==> src/hdl/rmq_div.sv <==
// Pipelined restoring divider for a signed numerator, one quotient bit per stage.
module rmq_div #(
    parameter int NUM_W = 32,
    parameter int DEN_W = 16,
    parameter int TAG_W = 8
) (
    input  logic                    aclk,
    input  logic                    aresetn,
    input  logic                    en,
    input  logic                    in_valid,
    input  logic [NUM_W-1:0]        in_mag,
    input  logic                    in_neg,
    input  logic [DEN_W-1:0]        in_den,
    input  logic [TAG_W-1:0]        in_tag,
    output logic                    out_valid,
    output logic signed [NUM_W:0]   out_quo,
    output logic [TAG_W-1:0]        out_tag
);

    logic [DEN_W:0]   rem_reg [0:NUM_W];
    logic [NUM_W-1:0] quo_reg [0:NUM_W];
    logic [DEN_W-1:0] den_reg [0:NUM_W];
    logic             neg_reg [0:NUM_W];
    logic [TAG_W-1:0] tag_reg [0:NUM_W];
    logic             vld_reg [0:NUM_W];

    always_ff @(posedge aclk) begin
        if (!aresetn) begin
            vld_reg[0] <= 1'b0;
        end else if (en) begin
            vld_reg[0] <= in_valid;
        end
    end

    always_ff @(posedge aclk) begin
        if (en) begin
            rem_reg[0] <= '0;
            quo_reg[0] <= in_mag;
            den_reg[0] <= in_den;
            neg_reg[0] <= in_neg;
            tag_reg[0] <= in_tag;
        end
    end

    // Each stage shifts in one numerator bit and tries one subtraction.
    for (genvar g = 0; g < NUM_W; g++) begin : g_stage
        logic [DEN_W+1:0] rem_sh;
        always_comb begin
            rem_sh = {rem_reg[g], quo_reg[g][NUM_W-1]};
        end
        always_ff @(posedge aclk) begin
            if (!aresetn) begin
                vld_reg[g+1] <= 1'b0;
            end else if (en) begin
                vld_reg[g+1] <= vld_reg[g];
            end
        end
        always_ff @(posedge aclk) begin
            if (en) begin
                if (rem_sh >= {2'b00, den_reg[g]}) begin
                    rem_reg[g+1] <= (DEN_W+1)'(rem_sh - {2'b00, den_reg[g]});
                    quo_reg[g+1] <= {quo_reg[g][NUM_W-2:0], 1'b1};
                end else begin
                    rem_reg[g+1] <= (DEN_W+1)'(rem_sh);
                    quo_reg[g+1] <= {quo_reg[g][NUM_W-2:0], 1'b0};
                end
                den_reg[g+1] <= den_reg[g];
                neg_reg[g+1] <= neg_reg[g];
                tag_reg[g+1] <= tag_reg[g];
            end
        end
    end

    assign out_valid = vld_reg[NUM_W];
    assign out_quo   = neg_reg[NUM_W] ? -$signed({1'b0, quo_reg[NUM_W]})
                                      : $signed({1'b0, quo_reg[NUM_W]});
    assign out_tag   = tag_reg[NUM_W];

endmodule
==> config.mk <==
export PLATFORM = sky130hd
export DESIGN_NAME = rmq_div
export DESIGN_NICKNAME = d
export VERILOG_FILES = /design/src/hdl/rmq_div.sv
export SDC_FILE = /design/constraint.sdc
export NUM_CORES = 2
export LEC_CHECK = 0
export BUFFER_PORTS_ARGS = -buffer_cell sky130_fd_sc_hd__buf_2
export CORE_MARGIN = 1
export CORE_UTILIZATION = 40
export DETAILED_ROUTE_END_ITERATION = 8
export GPL_TIMING_DRIVEN = 1
export PLACE_DENSITY_LB_ADDON = 0.2
export SYNTH_ARGS = -nofsm -noshare
export SYNTH_HDL_FRONTEND = slang
export SYNTH_SLANG_ARGS = --single-unit
==> constraint.sdc <==
create_clock -name aclk -period 2.9 [get_ports aclk]
set_input_delay 0.435 -clock aclk [delete_from_list [all_inputs] [get_ports aclk]]
set_output_delay 0.435 -clock aclk [all_outputs]
set_load 0.01 [all_outputs]
# Word-level counts from Yosys, hierarchy flattened
# Memory sizes are Yosys's and may differ from the RTL's.
# Cells that the tools add are included.
[classes]
addsub = 33
mul = 0
div = 0
order_cmp = 32
n_eq_ne = 0
n_shift = 0
mux = 295
n_bitwise = 97
reduce_logical = 0
[ops]
columns = ["op", "count"]
rows = [
  ["two-way mux 32 bit", 32],
  ["greater-or-equal comparator 18 x 16 -> 1 bit", 32],
  ["two-way mux 17 bit", 32],
  ["subtractor 17 x 16 -> 17 bit", 32],
  ["two-way mux 1 bit", 230],
  ["bitwise OR 1 bit", 97],
  ["two-way mux 33 bit", 1],
  ["negation 32 -> 33 bit", 1],
]
[word_totals]
register_bits = 0
latchBits = 0
mem_bits_rw = 2475
romBits = 0
in_bits = 61
output_inout_bits = 42
word_cells = 463
mem_count = 6
[mem_list]
columns = ["memory", "depth", "width", "read_ports", "rd_ports_with_merged_regs", "wr", "line_no", "text"]
rows = [
  ["quo_reg", 33, 32, 33, 0, 33, "21", "logic [NUM_W-1:0] quo_reg [0:NUM_W];"],
  ["rem_reg", 33, 17, 32, 0, 33, "20", "logic [DEN_W:0] rem_reg [0:NUM_W];"],
  ["den_reg", 33, 16, 32, 0, 33, "22", "logic [DEN_W-1:0] den_reg [0:NUM_W];"],
  ["tag_reg", 33, 8, 33, 0, 33, "24", "logic [TAG_W-1:0] tag_reg [0:NUM_W];"],
  ["neg_reg", 33, 1, 33, 0, 33, "23", "logic neg_reg [0:NUM_W];"],
  ["vld_reg", 33, 1, 33, 0, 33, "25", "logic vld_reg [0:NUM_W];"],
]

# Longest topological paths before layout
[depth]
word_depth = 5
depth_mapped = 12
mapped_depth_nobuf = 11

# Worst setup path after synthesis
# Ideal clock, no wire load.
[synth_path]
kind = "input -> register"
start = "input en"
end = "memory quo_reg[1][0] (enable)"
arrival_time_ps = 2660
required_ps = 2477
path_slack_ps = -183
cell_stages = 5
n_path_buf = 5
path_cell_list = "clkbuf_1 -> buf_2 -> buf_2 -> clkbuf_1 -> clkbuf_1"
[synth_lines]
columns = ["element", "line_no", "text"]
rows = [
  ["from (decl)", "9", "input logic en,"],
  ["to (decl)", "21", ""],
]

==> flow_summary.rst <==
.. list-table::
   :header-rows: 1

   * - Metric
     - Value
   * - Top Ports
     - approximately 100
   * - Y dimension of the die
     - about 520 µm
   * - Number of flip-flops and latches in the synthesized netlist
     - approximately 2,400
   * - Total clock buffers created by CTS
     - 280
   * - Filler Cells Inserted
     - ~23,000
   * - Number of different library cells in the post-synthesis netlist
     - just under 80
   * - Drt wl/cell
     - 17.5 µm
   * - Leftover overflow at the end of global routing
     - 0
   * - Yosys warning count
     - 0
   * - Critical Path End Type
     - output pin
   * - Overall routed net length
     - 208,000 µm
   * - Top flip-flop cell by instance count after synthesis
     - sky130_fd_sc_hd__edfxtp_1
   * - Core region area
     - ~0.26 mm²
   * - Number of buffer cells added on primary ports
     - approximately 100
   * - Final min period
     - approximately 3700 ps
   * - RSZ-0062 raised after global routing
     - true
   * - Number of antenna violations at the first check in global routing
     - 7
   * - Most common cell after layout, fill and taps aside
     - sky130_fd_sc_hd__edfxtp_1
   * - Slew Limit Headroom
     - 0.209
   * - Root Driver
     - sky130_fd_sc_hd__clkbuf_16
   * - DIE AREA
     - about 0.27 mm²
   * - Per-instance average area after synthesis
     - roughly 14 µm²
   * - Cell area after synthesis
     - approximately 0.11 mm²
   * - Post-synth EDFFs
     - ~2,400
   * - Horizontal extent of the die
     - between 500 and 600 µm
   * - Worst EP arrival
     - about 3300 ps
   * - Estimated wirelength of the detail-placed design
     - about 140,000 µm
   * - Remaining number of nets flagged by the antenna check after routing
     - 0
   * - Crit Path Max Fanout
     - 2
   * - Number of flip-flops under the largest register name
     - around 1,100
   * - Post-detailed-route DRC marker count
     - 0
   * - Peak supply drop
     - ~0.00056 V
   * - CTS sink cnt
     - 2,425
   * - Initial DRC count
     - approximately 4,500
   * - Share of async-settable or async-resettable flops after synthesis
     - 0
   * - Run status
     - complete, but fails checks
   * - Sequential cell area
     - ~0.073 mm²
   * - Worst setup path category
     - reg -> out
   * - Effective utilization at floorplan
     - 0.403
   * - Area post-placement
     - around 0.11 mm²
   * - Leakage power summed over all cells
     - ~47 nW
   * - Total number of H-tree levels
     - 5
   * - Core utilization of the finished layout
     - 0.475
   * - Slew @ Worst Pin
     - ~1200 ps
   * - Post-Syn Instances
     - 7,472
   * - Cell taking the most area after synthesis
     - sky130_fd_sc_hd__edfxtp_1
   * - Setup slack after layout
     - -830 ps
   * - Worst EP required
     - approximately 2500 ps
   * - # rows
     - around 190
   * - Number of instances in the placed design
     - 11,300
   * - Final RePlAce weighted congestion
     - slightly below 0.9
   * - Combined global-route utilization of all metal layers
     - 0.152
   * - Clock slew at reported path FFs
     - approximately 60 ps
   * - CTS tree
     - yes
   * - Post-synth net total
     - 8,062
   * - Area of the multi-input gates
     - a little over 0.03 mm²
   * - Largest net degree at the start of global routing
     - 182
   * - Most frequent cells in the layout
     - sky130_fd_sc_hd__edfxtp_1, sky130_fd_sc_hd__inv_1, sky130_fd_sc_hd__a21oi_1, sky130_fd_sc_hd__ha_1, sky130_fd_sc_hd__nand2_1
   * - Number of cells in the finished layout apart from fillers
     - 11,900
   * - Max Root-Sink Buffers
     - 4
   * - Top cells by area in the synthesized netlist
     - sky130_fd_sc_hd__edfxtp_1, sky130_fd_sc_hd__ha_1, sky130_fd_sc_hd__a21oi_1
   * - Max-cap check violation count
     - 0
   * - Share of cells above drive strength 1
     - 0.170
   * - Sequential-to-total area share from yosys stat
     - 0.689
   * - Final net count
     - a little under 9,000
   * - Worst min-delay path category
     - in -> reg
   * - Cell area after layout
     - between 0.1 and 0.15 mm²
   * - Post-route clock period utilization
     - 1.29
   * - First-pass GRT wire length
     - ~320,000 µm
   * - Total iterations of the first detailed-routing run
     - 5
   * - Worst Hold Margin
     - 76.0 ps
   * - Yosys top cell area share
     - 0.688
   * - Via count
     - approximately 60,000
   * - Final Skew
     - ~55 ps
   * - Final hold viol count
     - 0
   * - Element type at the critical path start
     - register
   * - Clock latency at the later pin of the worst-skew pair
     - roughly 840 ps
   * - Overall power consumption
     - approximately 120 mW
   * - Via density per instance
     - 5.01
   * - Failing checks
     - negative setup slack
   * - Total power per unit cell area
     - 960 mW/mm²
   * - Vias in the first global route
     - approximately 58,000
   * - Max Slew Vio Count
     - 0
   * - Achievable clock frequency
     - between 0.2 and 0.3 GHz
   * - Final count of negative-setup-slack endpoints
     - 26
   * - Area Overhead vs Synth
     - 18.0%
==> Yosys cell counts, drive strengths merged (51+ instances only) <==
master and n:
xor2 147, ha 499, nor2 344, a211oi 64, a21oi 541, nor2b 63
and3 55, inv 637, a31oi 51, nor3 85, edfxtp 2423, o21ai 417
xnor2 260, nand2 489, nand4 84, nand3 113, nand2b 86, mux2 197
clkbuf 158, a21o 109
==> worst max-delay path, stage by stage (launching register included) <==
cell                       delay [ps]
sky130_fd_sc_hd__edfxtp_1         380
sky130_fd_sc_hd__or4_4            540
sky130_fd_sc_hd__or3_4            340
sky130_fd_sc_hd__or3_4            350
sky130_fd_sc_hd__nor3b_4          220
sky130_fd_sc_hd__nand2_2          120
sky130_fd_sc_hd__o41ai_4          240
sky130_fd_sc_hd__xnor2_1          150
sky130_fd_sc_hd__buf_2            150
==> layout make-up <==
cell class                      count  area share
Multi-Input combinational cell   4222       0.248
Antenna cell                        4   0.0000803
Tap cell                         3515      0.0353
Inverter                          637      0.0192
Clock inverter                    149      0.0123
Sequential cell                  2425       0.584
Timing Repair Buffer              641      0.0425
Clock buffer                      348      0.0591
==> where the power goes <==
part	leakage (nW)	switching [mW]	internal, mW
registers	23.6	2.98	46.0
clock network	4.29	13.8	20.3
logic	19.2	19.7	16.9
total	47.1	36.4	83.3
==> stage by stage <==
| stage | worst slack, ps | setup TNS [ps] |
|---|---|---|
| 2_1_floorplan | -183 | -35950 |
| 3_3_place_gp | -86.0 | -528 |
| 3_5_place_dp | -81.7 | -559 |
| 4_1_cts | -945 | -16930 |
| 5_1_grt | -1010 | -19460 |
| 6_report | -830 | -15130 |
==> cell families (layout without fill, tap and decap cells) <==
family / after synthesis / after routing / share of synthesized area
AOI/OAI and AO/OA: 1506 / 1506 / 0.0864
xor gates and xnor gates: 407 / 407 / 0.0337
adders and majority gates: 529 / 529 / 0.0648
buffers and inverters: 825 / 1775 / 0.0296
DFF: 2425 / 2425 / 0.689
muxes: 244 / 244 / 0.0254
other: 0 / 4 / 0
and+or+nand+nor: 1536 / 1536 / 0.0713
==> metal layers <==
metal  track usage  vias to the layer above  routed length [µm]
met2         0.239                     1183               94500
li1              -                    29400                   -
met3        0.0238                      351                8770
met5             0                        -                   0
met1         0.218                    29000               99600
met4        0.0459                        0                5600
==> final timing paths <==
path,endpoint,start,slack (ps),cells after the start
max,out_quo[30],quo_reg[32][21],-830,8
min,vld_reg[32],aresetn,80,2
max reg2reg,rem_reg[24][16],rem_reg[23][13],20,7
min reg2reg,quo_reg[8][10],quo_reg[7][9],390,0
==> what timing repair did <==
action	in CTS	in global routing
cloned	0	2
pin swaps	26	53
resized for setup	95	186
hold buffers	58	0
setup buffers	6	57
endpoints found under the setup margin	86	368
endpoints found under the hold margin	58	0
Note: power is estimated with default switching activity, not from simulation.
