File: config.mk
export PLATFORM = sky130hd
export DESIGN_NAME = rmq_sqrt
export DESIGN_NICKNAME = d
export VERILOG_FILES = /design/src/hdl/rmq_sqrt.sv
export SDC_FILE = /design/constraint.sdc
export NUM_CORES = 1
export LEC_CHECK = 0
export BUFFER_PORTS_ARGS = -buffer_cell sky130_fd_sc_hd__buf_2
export CAP_MARGIN = 40
export CELL_PAD_IN_SITES_DETAIL_PLACEMENT = 0
export CELL_PAD_IN_SITES_GLOBAL_PLACEMENT = 1
export CORE_UTILIZATION = 48
export CTS_CLUSTER_DIAMETER = 30
export CTS_CLUSTER_SIZE = 14
export DETAILED_ROUTE_END_ITERATION = 6
export GPL_ROUTABILITY_DRIVEN = 0
export HOLD_SLACK_MARGIN = 0.12
export PLACE_DENSITY_LB_ADDON = 0.1
export RECOVER_POWER = 25
export SYNTH_ARGS = -nofsm -noshare
export SYNTH_HDL_FRONTEND = slang
export SYNTH_SLANG_ARGS = --single-unit
File: constraint.sdc
create_clock -name aclk -period 3.2 [get_ports aclk]
set_input_delay 0.64 -clock aclk [delete_from_list [all_inputs] [get_ports aclk]]
set_output_delay 0.64 -clock aclk [all_outputs]
set_load 0.01 [all_outputs]
File: src/hdl/rmq_sqrt.sv
// Pipelined integer square root, one result bit per stage.
module rmq_sqrt #(
    parameter int IN_W  = 32,
    parameter int OUT_W = 16,
    parameter int TAG_W = 8
) (
    input  logic              aclk,
    input  logic              aresetn,
    input  logic              en,
    input  logic              in_valid,
    input  logic [IN_W-1:0]   in_rad,
    input  logic [TAG_W-1:0]  in_tag,
    output logic              out_valid,
    output logic [OUT_W-1:0]  out_root,
    output logic [TAG_W-1:0]  out_tag
);

    localparam int RW = 2 * OUT_W;

    logic [RW-1:0]    rem_reg  [0:OUT_W];
    logic [OUT_W-1:0] root_reg [0:OUT_W];
    logic [RW-1:0]    val_reg  [0:OUT_W];
    logic [TAG_W-1:0] tag_reg  [0:OUT_W];
    logic             vld_reg  [0:OUT_W];

    // Stage zero loads the operand.
    always_ff @(posedge aclk) begin
        if (!aresetn) begin
            vld_reg[0] <= 1'b0;
        end else if (en) begin
            vld_reg[0] <= in_valid;
        end
    end

    always_ff @(posedge aclk) begin
        if (en) begin
            rem_reg[0]  <= '0;
            root_reg[0] <= '0;
            val_reg[0]  <= RW'(in_rad);
            tag_reg[0]  <= in_tag;
        end
    end

    // Each stage brings down two bits and decides one root bit.
    for (genvar g = 0; g < OUT_W; g++) begin : g_stage
        logic [RW+1:0] trial;
        logic [RW+1:0] rem_sh;
        always_comb begin
            rem_sh = {rem_reg[g], val_reg[g][RW-1 -: 2]};
            trial  = (RW+2)'({root_reg[g], 2'b01});
        end
        always_ff @(posedge aclk) begin
            if (!aresetn) begin
                vld_reg[g+1] <= 1'b0;
            end else if (en) begin
                vld_reg[g+1] <= vld_reg[g];
            end
        end
        always_ff @(posedge aclk) begin
            if (en) begin
                if (rem_sh >= trial) begin
                    rem_reg[g+1]  <= RW'(rem_sh - trial);
                    root_reg[g+1] <= {root_reg[g][OUT_W-2:0], 1'b1};
                end else begin
                    rem_reg[g+1]  <= RW'(rem_sh);
                    root_reg[g+1] <= {root_reg[g][OUT_W-2:0], 1'b0};
                end
                val_reg[g+1] <= {val_reg[g][RW-3:0], 2'b00};
                tag_reg[g+1] <= tag_reg[g];
            end
        end
    end

    assign out_valid = vld_reg[OUT_W];
    assign out_root  = root_reg[OUT_W];
    assign out_tag   = tag_reg[OUT_W];

endmodule

Word level (Yosys, flattened, before mapping)
Memories as Yosys holds them, arrays and structs flattened.
Cells that the tools add are included.

storage, ports and cells
  register bits after elaboration = 0
  latch bits = 0
  memory bits (writable) = 1513
  bits in read-only memories = 0
  input bits = 44
  output and inout port bits = 25
  logic and storage cells = 236
  memories = 5

operators by class
  $add $sub $neg = 16
  $mul = 0
  div/mod/pow operators = 0
  $lt $le $gt $ge = 16
  equal/unequal tests = 0
  shifts and indexed selects = 0
  mux-type cells = 150
  bitwise logic cells = 49
  reduce and logical (&&, ||, !) cells = 0

memories
  name      depth  bits a word  read ports  clocked after memory_dff  wr ports  RTL line  source
  rem_reg   17     32           16          0                         17        20        logic [RW-1:0] rem_reg [0:OUT_W];
  val_reg   17     32           16          0                         17        22        logic [RW-1:0] val_reg [0:OUT_W];
  root_reg  17     16           17          0                         17        21        logic [OUT_W-1:0] root_reg [0:OUT_W];
  tag_reg   17     8            17          0                         17        23        logic [TAG_W-1:0] tag_reg [0:OUT_W];
  vld_reg   17     1            17          0                         17        24        logic vld_reg [0:OUT_W];

operator list
  cell                            count
  >= comparator 34 x 18 -> 1 bit  16
  two-way mux 32 bit              16
  subtractor 32 x 18 -> 32 bit    16
  two-way mux 16 bit              16
  two-way mux 1 bit               118
  bitwise OR 1 bit                49

Longest topological paths before layout
Gate-level depths: netlist of the first run.
An unclocked memory read counts as a cell.

  word-level depth = 6
  gate-level depth with buffers = 12
  depth with buffers taken out = 11

Least setup slack after synthesis of the first run
Ideal clock, no wire load.

  kind = register to register
  start point = mem rem_reg[3][14] in the netlist's numbering
  end point = mem rem_reg[4][28] in the netlist's numbering, data pin
  library setup time = 0.258 ns
  data arrival time = 2.902 ns
  data required time = 2.942 ns
  slack = 0.040 ns
  stages on the path, launching flop included = 8
  path buffers = 0
  clock period less this slack = 3.160 ns
  path through = edfxtp_1 -> or4_4 -> or4_4 -> or4_4 -> a31oi_4 -> nand2_2 -> or4_1 -> xnor2_1

RTL lines
  element             RTL line
  start: declaration  20

==> impl_metrics.py, run 1 <==
metrics = {
    "finish": {
        "final_common_cell": "edfxtp_1",
        "area_growth_pct": 23.60,
        "largest_reg_flops": 436,
        "utilization": 0.6019,
        "final_cell_mix": "995 x edfxtp_1, 212 x nand2_1, 197 x inv_1",
        "drive_gt1_frac": 0.1689,
        "nets": 3838,
    },
    "logic_synthesis": {
        "synth-edff-count": 995,
        "ys_seq_area_frac": 0.6794,
        "synth_cell_types": 74,
        "synth_nets": 3424,
        "yosys_warnings": 0,
        "synthAdderAreaFrac": 0.04404,
        "synth_top_family_by_area": "simple AND/OR/NAND/NOR gates",
        "synthXorXnorAreaFrac": 0.06802,
        "syn_avg_cell_area_sq_um": 13.65,
        "synth_cells": 3225,
        "async_reset_ff_frac": 0,
        "syn-cell-area_sq_mm": 0.04404,
        "ys_seq_elements": 997,
        "muxShareOfSynthArea": 0.003949,
        "synth-simple-area-share": 0.1194,
        "synth-main-ff-cell": "edfxtp_1",
        "synth_compound_area_frac": 0.06217,
    },
    "sta": {
        "tightest_slew_ns": 1.149,
        "setup_viol": 0,
        "timing.slew.headroom": 0.2342,
        "post-route-period-util": 0.9741,
        "min_period_ns": 3.117,
        "fin_skew_ns": 0.05055,
        "timing.final.max_slew_violations": 0,
        "rsz0062_at_grt": "yes",
        "final_hold_viol_count": 0,
        "max_freq_mhz": 320.8,
    },
    "setup_path": {
        "worstPathBufferInverterCount": 1,
        "cp_top_family": "compound AO/OA/AOI/OAI gates",
        "path_common_cell": "nand4_1",
        "cp.depth": 9,
        "endpoint_kind": "register",
        "crit_required_ns": 3.70,
        "critPathLaunchType": "register",
        "reg2reg_depth": 9,
        "cpPeakStageDelay_ns": 0.61,
        "cp_cell_sequence": "ha_1 -> nand4_1 -> nor4_1 -> nand2_1 -> o41a_1 -> buf_4 -> a211oi_2 -> nand4_1 -> xnor2_1",
        "slowest_stage": "a211oi_2",
        "cp_max_fo": 9,
        "arrival_ns": 3.62,
        "path_class": "register to register",
    },
    "global_routing": {
        "gr-total-overflow": 0,
        "top_usage_layer": "met2",
        "grt_max_degree": 213,
        "antenna_found_initial": 1,
        "grt_usage": 0.1764,
        "met1_usage": 0.1739,
        "use_met3": 0.03449,
        "grt_pass1_wl_mm": 131.4,
        "met2_usage": 0.3379,
        "grt_pass1_vias": 26957,
    },
    "floorplanning": {
        "dieArea_sq_mm": 0.09296,
        "chipHeight_microns": 304.9,
        "die-width_microns": 304.9,
        "fp.coreArea_sq_mm": 0.09042,
        "rows": 110,
        "ios": 69,
        "initial_utilization": 0.4870,
    },
    "placement": {
        "io_buffers": 68,
        "dp_hpwl_mm": 57.16,
    },
    "route": {
        "drt_wl_total_mm": 82.16,
        "drt-pass1-iter-count": 5,
        "viasPerCell": 5.248,
        "postRouteAntennaNets": 0,
        "vias": 26127,
        "first_iter_violations": 1294,
        "wl_per_cell_microns": 16.50,
        "drc": 0,
    },
    "clock_network": {
        "cts_buffers": 195,
        "cts-root-buf": "clkbuf_16",
        "cts_buffer_depth": 3,
        "cts_tree": "yes",
        "htree_levels": 4,
        "clk_latency_ns": 0.76,
        "clock-sinks": 997,
        "clk_pin_slew_ns": 0.04,
    },
    "run_status": {
        "status": "complete, no violations",
    },
    "pwr": {
        "seqPwrFrac": 0.409,
        "internal_power_mw": 30.99,
        "p_comb_frac": 0.082,
        "p_leak_nw": 20.60,
        "p_clk_frac": 0.509,
        "p_total_mw": 40.23,
        "swShare": 0.2298,
        "cellPowerDensity_mw_per_mm2": 739.1,
        "power_switching_mw": 9.245,
        "peakVddDrop_uv": 563.1,
    },
    "min_path": {
        "min_path_type": "input port to register",
        "min_path_cells": 2,
    },
    "run": {
        "cap_violations": 0,
    },
}
through the flow:
| stage | hold slack, ns | std cells | area [sq um] | worst slack, ns | TNS (ns) |
|---|---|---|---|---|---|
| finish | 0.2650 | 4978 | 54430 | 0.08279 | 0 |
| global route | 0.2662 | 4978 | 54430 | -0.1212 | -0.7613 |
| CTS | 0.2210 | 4975 | 54220 | -0.005021 | -0.005021 |
| detailed placement | 0.4045 | 4576 | 47020 | -0.08480 | -0.1625 |
| global placement | 0.4004 | 4575 | 46990 | -0.08318 | -0.1506 |
| floorplan | 0.4003 | 3225 | 44040 | 0.04039 | 0 |
cells in the mapped netlist (28+ instances only):
master    count  area [sq um]
xnor2_1     148          1296
edfxtp_1    995         29880
nor3_1      142         710.7
a21o_1       28         210.2
o21ai_0     144         720.7
inv_1       197         739.5
nand2_1     214         803.3
nand3_1      74         370.4
o21a_1       43         322.8
or3_1        52         325.3
a21oi_1     106         530.5
xor2_1      194          1699
nor4_1       72         450.4
nor2_1      181         679.4
and3_1       31         193.9
nand2b_1     40         250.2
clkbuf_1     60         225.2
nand4_1      29         181.4
ha_1        155          1939
nor2b_1      32         200.2
cell type report:
type,instances,area [sq um]
multi-input combinational,1961,13330
sequential,997,29920
tap,1176,1471
antenna,1,2.502
fill,6829,36000
timing repair buffer,287,2171
clock buffer,214,4972
inverter,197,739.5
clock inverter,145,1822
what timing repair did:
| action | CTS | global route |
|---|---|---|
| hold buffers | 40 | 0 |
| resized for setup | 2 | 46 |
| hold endpoints to repair | 40 | 0 |
| endpoints found under the setup margin | 2 | 102 |
| buffers inserted | 0 | 2 |
| pin swaps | 0 | 8 |
per-layer routing:
metal / wire length [microns] / vias up
li1: - / 12929
met1: 30000 / 12440
met2: 45470 / 522
met3: 2780 / 236
met4: 3910 / 0
met5: 0 / -
final timing paths:
check | startpoint | to | slack, ns
worst max-delay path | rem_reg[5][4] | rem_reg[6][29] | 0.08
worst min register to register | val_reg[0][183] | val_reg[0][217] | 0.40
worst min-delay path | in_valid | vld_reg[0] | 0.26
worst max register to register | rem_reg[5][4] | rem_reg[6][29] | 0.08
power by group through the flow:
stage	Clock, mW	Combinational, mW	Sequential (mW)
2_1_floorplan	0	2.24	16.5
3_3_place_gp	0	3.12	16.6
3_5_place_dp	0	3.22	16.7
4_1_cts	20.9	3.28	16.5
5_1_grt	21.5	3.67	16.6
6_report	20.5	3.29	16.5
cells by family (layout without fill, tap and decap cells):
| kind of cell | Yosys count | in the layout |
|---|---|---|
| adder cells (fa/ha/maj) | 155 | 155 |
| multiplexers | 16 | 16 |
| buffers and inverters | 267 | 843 |
| flip-flops | 997 | 997 |
| AO/OA/AOI/OAI | 438 | 438 |
| XOR/XNOR | 342 | 342 |
| AND/OR/NAND/NOR | 1010 | 1010 |
| other | 0 | 1 |
No activity file was read; power rests on OpenSTA's default activity.
==> inputs of run 2 (changes only) <==
CORE_UTILIZATION = 53   (was 48)
GPL_TIMING_DRIVEN = 0   (was unset)
clock period = 3.25 ns   (was 3.2 ns; I/O delays follow)
==> impl_metrics.py, run 2 (synthesis gave the netlist of run 1 again) <==
metrics = {
    "finish": {
        "final_cell_mix": "995 x edfxtp_1, 210 x nand2_1, 197 x inv_1",
        "area_growth_pct": 23.03,
        "nets": 3782,
        "largest_reg_flops": 436,
        "utilization": 0.6598,
        "finalInstanceArea_sq_mm": 0.05418,
        "final_common_cell": "edfxtp_1",
        "antenna_cells": 0,
        "drive_gt1_frac": 0.1660,
    },
    "min_path": {
        "min_path_type": "input port to register",
        "holdPathEnd": "tag_reg[0][37]",
        "min_path_cells": 1,
        "hold_start": "en",
    },
    "sta": {
        "rsz0062_at_grt": "yes",
        "final_hold_viol_count": 0,
        "setup_tns_ns": 0,
        "setup_viol": 0,
        "timing.slew.headroom": 0.3865,
        "max_freq_mhz": 310.2,
        "post-route-period-util": 0.9920,
        "min_period_ns": 3.224,
        "fin_skew_ns": 0.04307,
        "timing.final.max_slew_violations": 0,
        "tightest_slew_ns": 0.9106,
    },
    "setup_path": {
        "endpoint_kind": "register",
        "crit_required_ns": 3.74,
        "critPathLaunchType": "register",
        "path_class": "register to register",
        "reg2reg_depth": 7,
        "r2r_slack_ns": 0.03,
        "reg2reg_to": "rem_reg[4][28]",
        "r2r_start": "rem_reg[3][15]",
        "arrival_ns": 3.71,
        "cp_max_fo": 5,
    },
    "floorplanning": {
        "initial_utilization": 0.5363,
        "dieArea_sq_mm": 0.08425,
        "chipHeight_microns": 290.3,
        "ios": 69,
        "die-width_microns": 290.3,
        "fp.coreArea_sq_mm": 0.08211,
        "rows": 105,
    },
    "clock_network": {
        "cts_buffers": 187,
        "clock-sinks": 997,
        "clk_pin_slew_ns": 0.06,
        "htree_levels": 4,
        "cts_tree": "yes",
        "cts_buffer_depth": 3,
        "cts-root-buf": "clkbuf_16",
        "clk_latency_ns": 0.75,
    },
    "placement": {
        "dp_hpwl_mm": 57.35,
        "dpl_cell_area_sq_mm": 0.04613,
        "io_buffers": 68,
    },
    "pwr": {
        "power_switching_mw": 8.979,
        "cellPowerDensity_mw_per_mm2": 715.4,
        "peakVddDrop_uv": 627.1,
        "internal_power_mw": 29.78,
        "p_leak_nw": 20.28,
        "swShare": 0.2316,
        "p_comb_frac": 0.083,
        "p_clk_frac": 0.498,
        "seqPwrFrac": 0.418,
    },
    "global_routing": {
        "gr-total-overflow": 0,
        "grt_pass1_vias": 27722,
        "antenna_found_initial": 1,
        "grt_usage": 0.1973,
        "grt_max_degree": 145,
        "grt_pass1_wl_mm": 131.8,
    },
    "run": {
        "cap_violations": 0,
    },
    "route": {
        "viasPerCell": 5.398,
        "drc": 0,
        "drt_wl_total_mm": 82.88,
        "first_iter_violations": 1204,
        "vias": 25995,
        "postRouteAntennaNets": 0,
        "drt-pass1-iter-count": 5,
        "wl_per_cell_microns": 17.21,
    },
    "run_status": {
        "status": "complete, no violations",
    },
}
run 2: cell count changes in the layout (fill, tap and decap cells not counted), sizes merged:
| cell | change |
|---|---|
| bufbuf | +5 |
| clkinvlp | +14 |
| clkbuf | +54 |
| diode | -1 |
| inv | -11 |
| clkinv | -11 |
| bufinv | -5 |
| buf | -104 |
| clkdlybuf4s15 | +2 |
| clkdlybuf4s18 | +1 |
run 2: repair_timing:
item                       4_1_cts  5_1_grt
pin swaps                       12       14
gates resized for setup         90       73
hold buffers                    40        0
gates cloned                     5        1
buffers inserted                20       17
hold endpoints to repair        40        0
setup endpoints to repair     1047      216
run 2: cell type report:
| cell class | count | area (sq um) |
|---|---|---|
| flip-flops and latches | 997 | 29920 |
| repair buffers | 173 | 1615 |
| clock inverters | 132 | 1642 |
| fillers | 5686 | 27930 |
| clock buffers | 220 | 4866 |
| inverters | 197 | 739.5 |
| multi-input cells | 1961 | 13720 |
| well taps | 1070 | 1339 |
| plain buffers | 66 | 334.1 |
run 2: metal layers:
metal | vias up | track usage | part of all wire
met5 | - | 0 | 0
met4 | 0 | 0.1461 | 0.066
met3 | 292 | 0.03732 | 0.033
met2 | 596 | 0.3924 | 0.57
met1 | 12345 | 0.1710 | 0.33
li1 | 12762 | - | -
run 2: critical path, stage by stage, from the launching register on:
cell and delay [ns]:
edfxtp_1 0.43, or4_4 0.53, or4_4 0.48, or4_4 0.58
a31oi_4 0.23, nand2_2 0.12, or4_4 0.46, xnor2_1 0.13
run 2: how the worst max path moves through the flow:
stage	from	slack, ns	cells past startpoint	endpoint
final	rem_reg[3][15]	0.03	7	rem_reg[4][28]
after global routing	root_reg[6][0]	-0.07	11	rem_reg[7][21]
after CTS	rem_reg[8][3]	-0.01	11	rem_reg[9][27]
after detailed placement	en	-2.11	12	rem_reg[9][21]
after global placement	en	-7.64	5	rem_reg[8][26]
after floorplan	rem_reg[3][14]	0.09	7	rem_reg[4][28]
run 2: per-stage QoR:
step | hold WS (ns) | cells | setup WS [ns] | power [mW]
after global routing | 0.2053 | 4816 | -0.07381 | 40.18
after detailed placement | 0.4045 | 4385 | -2.112 | 19.42
after floorplan | 0.4003 | 3225 | 0.09039 | 18.42
after global placement | 0.4002 | 4363 | -7.637 | 19.32
after CTS | 0.1985 | 4799 | -0.01339 | 38.98
final | 0.2321 | 4816 | 0.02590 | 38.76
run 2: power groups by stage:
stage,logic (mW),clock network (mW),registers (mW)
after floorplan,2.20,0,16.2
after global placement,2.89,0,16.4
after detailed placement,3.02,0,16.4
after CTS,3.18,19.6,16.2
after global routing,3.59,20.3,16.3
final,3.24,19.3,16.2
